<file path="config.mk">
export PLATFORM = sky130hd
export DESIGN_NAME = otw_ctrl
export DESIGN_NICKNAME = d
export VERILOG_FILES = /design/src/sv/otw_pkg.sv /design/src/sv/otw_ctrl.sv
export SDC_FILE = /design/constraint.sdc
export NUM_CORES = 1
export LEC_CHECK = 0
export BUFFER_PORTS_ARGS = -buffer_cell sky130_fd_sc_hd__buf_2
export CAP_MARGIN = 20
export CORE_MARGIN = 2
export CORE_UTILIZATION = 46
export CTS_CLUSTER_DIAMETER = 80
export DETAILED_ROUTE_END_ITERATION = 10
export PLACE_DENSITY = 0.78
export SYNTH_ARGS = -nofsm -noshare
export SYNTH_HDL_FRONTEND = slang
export SYNTH_SLANG_ARGS = --single-unit
</file>
<file path="constraint.sdc">
create_clock -name aclk -period 2.4 [get_ports aclk]
set_input_delay 0.12 -clock aclk [delete_from_list [all_inputs] [get_ports aclk]]
set_output_delay 0.12 -clock aclk [all_outputs]
set_load 0.02 [all_outputs]
</file>
<file path="src/sv/otw_pkg.sv">
`timescale 1ns / 1ps
// Shared types, codes and default parameters of the one-shot timer wheel.
package otw_pkg;

    localparam int WHEEL_SLOTS_DEF = 256;
    localparam int TICK_MS_DEF     = 10;
    localparam int SLOT_DEPTH_DEF  = 8;

    localparam int TASK_W     = 8;
    localparam int DELAY_W    = 16;
    localparam int KIND_W     = 3;
    localparam int TICK_OUT_W = 9;

    localparam logic OP_TICK = 1'b0;
    localparam logic OP_ADD  = 1'b1;

    typedef enum logic [KIND_W-1:0] {
        KIND_FIRED    = 3'd0,
        KIND_IDLE     = 3'd1,
        KIND_ADDED    = 3'd2,
        KIND_LATE     = 3'd3,
        KIND_FULL     = 3'd4,
        KIND_FINISHED = 3'd5,
        KIND_STOPPED  = 3'd6
    } kind_t;

    // controller -> datapath
    typedef struct packed {
        logic  clr_wr;
        logic  latch_in;
        logic  mul_en;
        logic  tick_adv;
        logic  fill_rd_tick;
        logic  fill_rd_add;
        logic  add_commit;
        logic  fire_start;
        logic  task_rd;
        logic  fire_load;
        logic  emit_load;
        kind_t kind;
    } cmd_t;

    // datapath -> controller
    typedef struct packed {
        logic clr_last;
        logic is_add;
        logic done;
        logic tick_end;
        logic late;
        logic full;
        logic fill_zero;
        logic count_one;
        logic out_free;
    } status_t;

endpackage

</file>
<file path="src/sv/otw_ctrl.sv">
`timescale 1ns / 1ps
// Timer wheel controller: sequences clearing, add, tick and firing.
module otw_ctrl (
    input  logic             aclk,
    input  logic             aresetn,
    input  logic             s_valid,
    output logic             s_ready,
    input  otw_pkg::status_t status,
    output otw_pkg::cmd_t    cmd
);

    typedef enum logic [3:0] {
        S_CLEAR,
        S_IDLE,
        S_DISPATCH,
        S_SLOT,
        S_AFILL,
        S_TFILL,
        S_FRD,
        S_FOUT,
        S_EMIT
    } state_t;

    state_t         state_reg, state_next;
    otw_pkg::kind_t kind_reg, kind_next;

    always_comb begin
        state_next = state_reg;
        kind_next  = kind_reg;
        cmd        = '0;
        cmd.kind   = kind_reg;
        s_ready    = (state_reg == S_IDLE);
        case (state_reg)
            S_CLEAR: begin
                cmd.clr_wr = 1'b1;
                if (status.clr_last) begin
                    state_next = S_IDLE;
                end
            end
            S_IDLE: begin
                if (s_valid) begin
                    cmd.latch_in = 1'b1;
                    state_next   = S_DISPATCH;
                end
            end
            S_DISPATCH: begin
                if (status.done) begin
                    kind_next  = otw_pkg::KIND_STOPPED;
                    state_next = S_EMIT;
                end else if (status.is_add) begin
                    cmd.mul_en = 1'b1;
                    state_next = S_SLOT;
                end else if (status.tick_end) begin
                    cmd.tick_adv = 1'b1;
                    kind_next    = otw_pkg::KIND_FINISHED;
                    state_next   = S_EMIT;
                end else begin
                    cmd.tick_adv     = 1'b1;
                    cmd.fill_rd_tick = 1'b1;
                    state_next       = S_TFILL;
                end
            end
            S_SLOT: begin
                if (status.late) begin
                    kind_next  = otw_pkg::KIND_LATE;
                    state_next = S_EMIT;
                end else begin
                    cmd.fill_rd_add = 1'b1;
                    state_next      = S_AFILL;
                end
            end
            S_AFILL: begin
                if (status.full) begin
                    kind_next = otw_pkg::KIND_FULL;
                end else begin
                    cmd.add_commit = 1'b1;
                    kind_next      = otw_pkg::KIND_ADDED;
                end
                state_next = S_EMIT;
            end
            S_TFILL: begin
                if (status.fill_zero) begin
                    kind_next  = otw_pkg::KIND_IDLE;
                    state_next = S_EMIT;
                end else begin
                    cmd.fire_start = 1'b1;
                    state_next     = S_FRD;
                end
            end
            S_FRD: begin
                cmd.task_rd = 1'b1;
                state_next  = S_FOUT;
            end
            S_FOUT: begin
                if (status.out_free) begin
                    cmd.fire_load = 1'b1;
                    state_next    = status.count_one ? S_IDLE : S_FRD;
                end
            end
            S_EMIT: begin
                if (status.out_free) begin
                    cmd.emit_load = 1'b1;
                    state_next    = S_IDLE;
                end
            end
            default: begin
                state_next = S_IDLE;
            end
        endcase
    end

    always_ff @(posedge aclk) begin
        if (!aresetn) begin
            state_reg <= S_CLEAR;
            kind_reg  <= otw_pkg::KIND_IDLE;
        end else begin
            state_reg <= state_next;
            kind_reg  <= kind_next;
        end
    end

endmodule

</file>
==> flow_metrics.env, run 1 <==
export IMPL_status="finished, final reports clean"
export IMPL_cts_buffers=3
export IMPL_finalWirelength_um=1490
export IMPL_drive_gt1_share_pct=32.4
export IMPL_worst_ep_required_time_ps=2280
export IMPL_synth_edff_count=0
export IMPL_cts_setup_buffers=0
export IMPL_largest_reg_flops=4
export IMPL_drt_initial_drc_count=22
export IMPL_syn_inst=82
export IMPL_synth_top_cell_by_area="dfxtp_1"
export IMPL_hold_class="in -> reg"
export IMPL_power_uw=312
export IMPL_synth_area_leaders="dfxtp_1 (23%), a21oi_1 (6.6%), nor3_1 (6.6%)"
export IMPL_fin_nets=121
export IMPL_fmax_ghz=0.536
export IMPL_drv_cap=0
export IMPL_regToRegStartpoint="state_reg[1]$_SDFFE_PN0P_"
export IMPL_insertedDiodeCount=0
export IMPL_ant_nets=0
export IMPL_r2r_end="kind_reg[2]$_SDFFE_PN0P_"
export IMPL_io_pins=27
export IMPL_via_count=692
export IMPL_power_leakage_uw=0.000357
export IMPL_yosysTopAreaCellShare_pct=23.0
export IMPL_rsz0062_at_grt="false"
export IMPL_core_area_mm2=0.00127
export IMPL_htreeDepth=1
export IMPL_clock_root_buffer="clkbuf_4"
export IMPL_ys_types=35
export IMPL_async_flop_share_pct=0
export IMPL_cts_buffer_depth=2
export IMPL_drv_slew=0
export IMPL_min_period_ps=1860
export IMPL_worst_slew_pin_slew_ps=482
export IMPL_gp_congestion=0.859
export IMPL_slew_headroom_pct=67.8
export IMPL_viasPerCell=5.63
export IMPL_grt_pass1_wl_um=2210
export IMPL_powerDensity_mw_per_mm2=407
export IMPL_antenna_found_initial=0
export IMPL_critPathLaunchType="flop"
export IMPL_period_share_pct=77.7
export IMPL_r2r_slack_ps=740
export IMPL_grt_util_all_layers_pct=20.4
export IMPL_drcViolationCount=0
export IMPL_fin_setup_tns_ps=0
export IMPL_die_area_mm2=0.00163
export IMPL_grt_pass1_vias=539
export IMPL_worstSkewPairLatency_ps=240
export IMPL_grt_overflow=0
export IMPL_syn_num_nets=94
export IMPL_detail_route_wl_per_cell_um=12.1
export IMPL_io_buffers=26
export IMPL_ys_seq_area_share_pct=23.0
export IMPL_grt_max_degree=17
export IMPL_hold_end="state_reg[1]$_SDFFE_PN0P_"
export IMPL_die_h_um=40.4
export IMPL_cts_resized=0
export IMPL_cts_tree="built"
export IMPL_ir_worst_vdd_uv=341
export IMPL_area_growth_pct=26.1
export IMPL_dp_hpwl_um=1220
export IMPL_hold_depth=3
export IMPL_critPathArrivalTime_ps=1740
export IMPL_synth_warnings=0
export IMPL_cts_sinks=7
export IMPL_end_kind="output port"
export IMPL_cts_reportedPaths_clkPinSlew_ps=50
export IMPL_synth_seq_cells=7
export IMPL_hp_start="aresetn"
export IMPL_skew_ps=6.61
export IMPL_critPathMaxFanout=12
export IMPL_rr_worst_depth=4
export IMPL_final_hold_viol_count=0
export IMPL_first_pass_iters=4
export IMPL_synth_area_um2=608
export IMPL_start_util_pct=47.9
export IMPL_fp_row_count=13
export IMPL_synth_avg_cell_area_um2=7.42
export IMPL_ys_flop_type="dfxtp_1"
export IMPL_critPathKind="reg -> out"
export IMPL_cts_hold_buf=0
export IMPL_final_setup_viol_count=0
export IMPL_die_x_um=40.4
==> cells in the final DEF (no fill, tap or decap), drive strengths merged, types with 2 or more instances in the layout <==
cell    count
nand3       2
mux2i       2
clkinv      2
nor3        8
inv         6
buf        26
clkbuf      3
dfxtp       7
nand2       3
a21oi       9
a211oi      4
nor2b       4
nand2b      5
nor2        6
o21ai       2
==> synth_stat cells (2+ instances only) <==
cell,instances
buf_2,2
nor2b_1,4
nor3_1,8
nand3_1,2
mux2i_1,2
nand2_1,3
clkbuf_1,2
inv_1,6
a211oi_1,4
dfxtp_1,7
nor2_1,6
nand2b_1,5
a21oi_1,8
o21ai_0,2
==> power breakdown <==
part | leakage, µW | switching, µW | internal [µW]
sequential | 0.0000568 | 10.7 | 120
clock | 0.0000177 | 39.6 | 60.6
combinational | 0.000282 | 45.8 | 35.5
total | 0.000357 | 96.1 | 216
==> per-stage QoR <==
stage	worst slack, ps	instances	hold WS (ps)	utilization (%)	instance area [µm²]
6_report	536	123	156	60.5	767
5_1_grt	402	123	140	60.5	767
4_1_cts	530	123	150	60.5	767
3_5_place_dp	766	119	415	58.3	739
3_3_place_gp	815	119	412	58.3	739
2_1_floorplan	755	82	289	-	608
==> worst max-delay path, stage by stage, from the launching register on <==
cell and delay (ps):
dfxtp_1 520, or4b_4 560, nor4_2 200, buf_2 220
==> worst max-delay path by stage <==
stage,start,end,cells after the start
2_1_floorplan,state_reg[2]$_SDFFE_PN0P_,state_reg[2]$_SDFFE_PN0P_,4
3_3_place_gp,state_reg[1]$_SDFFE_PN0P_,kind_reg[2]$_SDFFE_PN0P_,4
3_5_place_dp,state_reg[1]$_SDFFE_PN0P_,kind_reg[2]$_SDFFE_PN0P_,4
4_1_cts,state_reg[1]$_SDFFE_PN0P_,cmd[9],3
5_1_grt,state_reg[1]$_SDFFE_PN0P_,cmd[9],3
6_report,state_reg[1]$_SDFFE_PN0P_,cmd[9],3
==> layout make-up <==
class	instances	area (µm²)
fill	129	502
tap	15	18.8
clock buffer	3	22.5
multi-input combinational	64	424
clock inverter	1	5.00
inverter	7	26.3
sequential	7	140
timing repair buffer	26	130
==> routing by layer <==
layer / global-route usage [%] / wire [µm] / vias to the layer above
li1: - / - / 354
met2: 36.5 / 703 / 21
met3: 6.67 / 76 / 0
met4: 0 / 0 / 0
met5: 0 / 0 / -
met1: 24.8 / 707 / 317
==> kinds of logic after synthesis <==
family                 synth area share, %
muxes                                 5.14
AOI/OAI and AO/OA                     30.7
buffers and inverters                 7.20
DFF                                   23.0
and+or+nand+nor                       34.0
Note: power is estimated with default switching activity, not from simulation.
==> inputs of run 2 (changes only) <==
--- a/config.mk
+++ b/config.mk
@@ -5,13 +5,15 @@
 export SDC_FILE = /design/constraint.sdc
 export NUM_CORES = 1
 export LEC_CHECK = 0
+export ABC_AREA = 1
 export BUFFER_PORTS_ARGS = -buffer_cell sky130_fd_sc_hd__buf_2
 export CAP_MARGIN = 20
+export CORE_ASPECT_RATIO = 1.1
 export CORE_MARGIN = 2
-export CORE_UTILIZATION = 46
+export CORE_UTILIZATION = 40
 export CTS_CLUSTER_DIAMETER = 80
 export DETAILED_ROUTE_END_ITERATION = 10
-export PLACE_DENSITY = 0.78
+export PLACE_DENSITY = 0.72
 export SYNTH_ARGS = -nofsm -noshare
 export SYNTH_HDL_FRONTEND = slang
 export SYNTH_SLANG_ARGS = --single-unit
==> constraint.sdc (replaced) <==
create_clock -name aclk -period 1.5 [get_ports aclk]
set_input_delay 0.075 -clock aclk [delete_from_list [all_inputs] [get_ports aclk]]
set_output_delay 0.075 -clock aclk [all_outputs]
set_load 0.02 [all_outputs]
==> run 2 against run 1 <==
  * Die area up 12%
  * Core utilization shrank 3.4 points
  * Count of clock-buffer cells in the layout rose by 1
  * Worst setup slack worse by 420 ps
  * Highest routed layer is now met4
  * Clock skew fell by 4.8 ps
  * Cell area up 2.9%
  * Critical path type unchanged
  * Largest cell class unchanged
  * Combinational power grew to 5.8 times the previous value
==> flow_metrics.env, run 2 <==
export IMPL_die_h_um=44.6
export IMPL_rr_worst_depth=7
export IMPL_fin_nets=147
export IMPL_grt_max_degree=10
export IMPL_skew_ps=1.86
export IMPL_critPathKind="reg -> out"
export IMPL_ys_seq_area_share_pct=23.3
export IMPL_io_buffers=26
export IMPL_yosysTopAreaCellShare_pct=23.3
export IMPL_core_area_mm2=0.00138
export IMPL_synth_most_common_cell="nand2_1"
export IMPL_grt_util_all_layers_pct=19.1
export IMPL_final_hold_viol_count=0
export IMPL_cts_tree="built"
export IMPL_synth_edff_count=0
export IMPL_htreeDepth=1
export IMPL_fmax_ghz=0.723
export IMPL_ir_worst_vdd_uv=575
export IMPL_worst_ep_required_time_ps=1420
export IMPL_synth_area_um2=601
export IMPL_period_share_pct=92.2
export IMPL_viasPerCell=4.93
export IMPL_antenna_found_initial=0
export IMPL_fp_row_count=14
export IMPL_insertedDiodeCount=0
export IMPL_cts_reportedPaths_clkPinSlew_ps=50
export IMPL_ys_flop_type="dfxtp_1"
export IMPL_hold_depth=3
export IMPL_hp_start="aresetn"
export IMPL_layout_common_cells="buf_2 (26), nand2_1 (20), inv_1 (15), nor2_1 (15), nand3_1 (14)"
export IMPL_grt_overflow=0
export IMPL_rsz0062_at_grt="true"
export IMPL_fin_util_pct=57.1
export IMPL_powerDensity_mw_per_mm2=1170
export IMPL_synth_top_cell_by_area="dfxtp_1"
export IMPL_synth_avg_cell_area_um2=5.77
export IMPL_synth_area_leaders="dfxtp_1 (23%), nand2_1 (13%), nand3_1 (12%)"
export IMPL_clock_root_buffer="clkbuf_4"
export IMPL_critPathLaunch="state_reg[2]$_SDFFE_PN0P_"
export IMPL_power_leakage_uw=0.000465
export IMPL_io_pins=27
export IMPL_ys_top_cells_by_count="nand2_1 (20), inv_1 (15), nor2_1 (15), nand3_1 (14)"
export IMPL_first_pass_iters=4
export IMPL_layout_commonest_cell="buf_2"
export IMPL_grt_pass1_wl_um=2420
export IMPL_drt_initial_drc_count=11
export IMPL_via_count=740
export IMPL_final_setup_viol_count=0
export IMPL_critPathMaxFanout=9
export IMPL_ys_types=17
export IMPL_r2r_slack_ps=180
export IMPL_worst_slew_pin_slew_ps=317
export IMPL_hold_class="in -> reg"
export IMPL_syn_num_nets=116
export IMPL_cts_setup_buffers=0
export IMPL_drive_gt1_share_pct=37.3
export IMPL_min_period_ps=1380
export IMPL_gp_congestion=0.883
export IMPL_status="finished, final reports clean"
export IMPL_ant_nets=0
export IMPL_regToRegStartpoint="state_reg[3]$_SDFFE_PN0P_"
export IMPL_cts_resized=0
export IMPL_dp_hpwl_um=1200
export IMPL_drv_cap=0
export IMPL_grt_pass1_vias=622
export IMPL_syn_inst=104
export IMPL_cts_hold_buf=0
export IMPL_die_area_mm2=0.00183
export IMPL_critPathArrivalTime_ps=1310
export IMPL_slew_headroom_pct=78.8
export IMPL_synth_warnings=0
export IMPL_finalWirelength_um=1480
export IMPL_fin_hold_ws_ps=84.8
export IMPL_detail_route_wl_per_cell_um=9.85
export IMPL_cts_sinks=7
export IMPL_async_flop_share_pct=0
export IMPL_worstSkewPairLatency_ps=250
export IMPL_die_x_um=40.9
export IMPL_start_util_pct=43.4
export IMPL_cts_buffers=3
export IMPL_drcViolationCount=0
export IMPL_area_growth_pct=31.5
export IMPL_drv_slew=0
export IMPL_synth_seq_cells=7
export IMPL_end_kind="output port"
export IMPL_cts_buffer_depth=2
export IMPL_critPathLaunchType="flop"
export IMPL_largest_reg_flops=4
==> run 2: report_power, final <==
group,internal [µW],switching (µW)
Sequential,229,60.4
Combinational,161,309
Clock,101,65.6
Total,491,435
==> run 2: logic make-up after synthesis <==
group,Yosys count,share of synthesized area (%)
compound gates,14,13.8
flops,7,23.3
simple gates,63,49.8
buf+inv,20,13.1
==> run 2: cell type report <==
cell class	count	area [µm²]
clock buffers	4	26.3
fillers	144	594
inverters	19	71.3
multi-input cells	77	392
flip-flops and latches	7	143
well taps	16	20.0
repair buffers	27	138
==> run 2: path summary, 6_finish.rpt <==
path	endpoint
setup / recovery	cmd[6]
hold / removal	state_reg[3]$_SDFFE_PN0P_
setup reg to reg	kind_reg[0]$_SDFFE_PN1P_
hold reg to reg	kind_reg[0]$_SDFFE_PN1P_
==> run 2: critical path, stage by stage, from the launching register on <==
cell     delay, ps
dfxtp_1        390
inv_2          100
nor2_4         190
nand2_2        110
nor2_2         100
buf_2          170
==> run 2: per-stage QoR <==
stage          setup TNS (ps)  cell area [µm²]  total power [µW]  instances  worst slack [ps]
2_1_floorplan               0              601               618        104               176
3_3_place_gp                0              751               752        146               170
3_5_place_dp                0              751               750        146               162
4_1_cts                     0              777               926        150              49.5
5_1_grt                 -36.5              790              1010        150             -23.5
6_report                    0              790               927        150               117
==> run 2: routing by layer <==
metal  vias to the layer above  global-route usage, %  wire (µm)
li1                        388                      -          -
met1                       324                   24.5        634
met2                        26                   30.6        729
met3                         2                   6.03        105
met4                         0                   4.00          8
met5                         -                      0          0
==> inputs of run 3 (changes only) <==
--- a/config.mk
+++ b/config.mk
@@ -13,7 +13,7 @@
 export CORE_UTILIZATION = 40
 export CTS_CLUSTER_DIAMETER = 80
 export DETAILED_ROUTE_END_ITERATION = 10
-export PLACE_DENSITY = 0.72
+export PLACE_DENSITY = 0.84
 export SYNTH_ARGS = -nofsm -noshare
 export SYNTH_HDL_FRONTEND = slang
 export SYNTH_SLANG_ARGS = --single-unit
==> run 3 against run 2 <==
  * Power grew 2.0%
  * Critical endpoint is now cmd[11]
  * Count of clock-buffer cells in the layout is the same
  * Routed wire length grew 15%
  * Combinational power grew 2%
  * Largest power group unchanged
==> flow_metrics.env, run 3 (synthesis results as in run 2) <==
export IMPL_cts_buffers=3
export IMPL_skew_ps=2.54
export IMPL_end_kind="output port"
export IMPL_worst_slew_pin_slew_ps=320
export IMPL_met1_usage_pct=24.1
export IMPL_gr_max_usage_layer="met2"
export IMPL_first_pass_iters=4
export IMPL_fp_row_count=14
export IMPL_dp_hpwl_um=1290
export IMPL_start_util_pct=43.4
export IMPL_drv_cap=0
export IMPL_final_hold_viol_count=0
export IMPL_grt_util_all_layers_pct=20.2
export IMPL_placed_cell_area_um2=743
export IMPL_layout_common_cells="buf_2 (26), nand2_1 (20), inv_1 (15), nor2_1 (15), nand3_1 (14)"
export IMPL_postLayoutCellArea_um2=802
export IMPL_post_place_ws_ps=120
export IMPL_critPathArrivalTime_ps=1370
export IMPL_detail_route_wl_per_cell_um=11.2
export IMPL_grt_pass1_vias=644
export IMPL_insertedDiodeCount=0
export IMPL_ant_nets=0
export IMPL_hold_class="in -> reg"
export IMPL_drcViolationCount=0
export IMPL_viasPerCell=4.92
export IMPL_fmax_ghz=0.694
export IMPL_critPathKind="reg -> out"
export IMPL_fin_nets=149
export IMPL_largest_reg_flops=4
export IMPL_finalWirelength_um=1700
export IMPL_powerDensity_mw_per_mm2=1180
export IMPL_grt_max_degree=12
export IMPL_cts_tree="built"
export IMPL_grt_pass1_wl_um=2470
export IMPL_critPathMaxFanout=5
export IMPL_via_count=748
export IMPL_num_fill_cells=131
export IMPL_die_x_um=40.9
export IMPL_worstSkewPairLatency_ps=260
export IMPL_die_h_um=44.6
export IMPL_cts_buffer_depth=2
export IMPL_min_period_ps=1440
export IMPL_area_growth_pct=33.5
export IMPL_slew_headroom_pct=78.6
export IMPL_setup_ws_ps=59.3
export IMPL_cts_reportedPaths_clkPinSlew_ps=50
export IMPL_ir_worst_vdd_uv=785
export IMPL_io_pins=27
export IMPL_drv_slew=0
export IMPL_use_met3_pct=3.02
export IMPL_final_setup_viol_count=0
export IMPL_cts_sinks=7
export IMPL_critPathLaunchType="flop"
export IMPL_antenna_found_initial=0
export IMPL_period_share_pct=96.0
export IMPL_worst_ep_required_time_ps=1420
export IMPL_io_buffers=26
export IMPL_die_area_mm2=0.00183
export IMPL_drt_initial_drc_count=27
export IMPL_htreeDepth=1
export IMPL_core_area_mm2=0.00138
export IMPL_status="finished, final reports clean"
export IMPL_grt_overflow=0
export IMPL_clock_root_buffer="clkbuf_4"
export IMPL_layout_commonest_cell="buf_2"
export IMPL_power_leakage_uw=0.000474
export IMPL_gp_congestion=0.857
export IMPL_drive_gt1_share_pct=38.2
export IMPL_met2_usage_pct=31.6
==> run 3: cell count changes in the layout (fill, tap and decap cells not counted) <==
cell,previous run,this run
clkbuf_2,0,1
buf_4,1,2
==> run 3: what timing repair did <==
item	4_1_cts	5_1_grt
buffers inserted	0	3
gates resized for setup	1	3
gates cloned	0	0
pin swaps	0	1
endpoints found under the setup margin	3	7
hold buffers	0	0
==> run 3: final timing paths <==
kind / slack (ps) / from / endpoint / depth (start not counted)
max reg2reg: 120 / state_reg[3]$_SDFFE_PN0P_ / kind_reg[0]$_SDFFE_PN1P_ / 7
min: 70 / aresetn / state_reg[3]$_SDFFE_PN0P_ / 3
min reg2reg: 460 / kind_reg[0]$_SDFFE_PN1P_ / kind_reg[0]$_SDFFE_PN1P_ / 2
max: 60 / state_reg[3]$_SDFFE_PN0P_ / cmd[11] / 6
==> run 3: metal layers <==
metal / vias to the layer above / part of all wire (%)
met3: 7 / 4.7
li1: 394 / -
met4: 0 / 3.1
met1: 317 / 44
met2: 30 / 48
met5: - / 0
==> run 3: area by class of cell <==
cell class	instances	area (µm²)	area share, %
flip-flops and latches	7	143	17.8
inverters	19	71.3	8.89
repair buffers	29	150	18.7
clock buffers	4	26.3	3.28
well taps	16	20.0	2.50
multi-input cells	77	392	48.8
==> run 3: stage by stage <==
| stage | cells | utilization (%) | TNS (ps) | hold WS, ps | total power [µW] |
|---|---|---|---|---|---|
| finish | 152 | 58.0 | 0 | 74.3 | 945 |
| detailed placement | 145 | 53.7 | 0 | 336 | 754 |
| global route | 152 | 58.0 | -9.18 | 92.4 | 1020 |
| floorplan | 104 | - | 0 | 182 | 618 |
| CTS | 149 | 56.0 | 0 | 63.9 | 936 |
| global placement | 145 | 53.7 | 0 | 341 | 740 |
==> run 3: power by group <==
| group | internal [µW] | switching (µW) | leakage, µW |
|---|---|---|---|
| Clock | 102 | 71.9 | 0.0000150 |
| Sequential | 229 | 61.2 | 0.0000577 |
| Combinational | 162 | 319 | 0.000401 |
==> run 3: critical path: stages, from the launching register on <==
cell and delay, ps:
dfxtp_1 500, inv_1 120, nand2_1 120, nor2_1 60, nand3_1 100, inv_1 50, buf_2 150
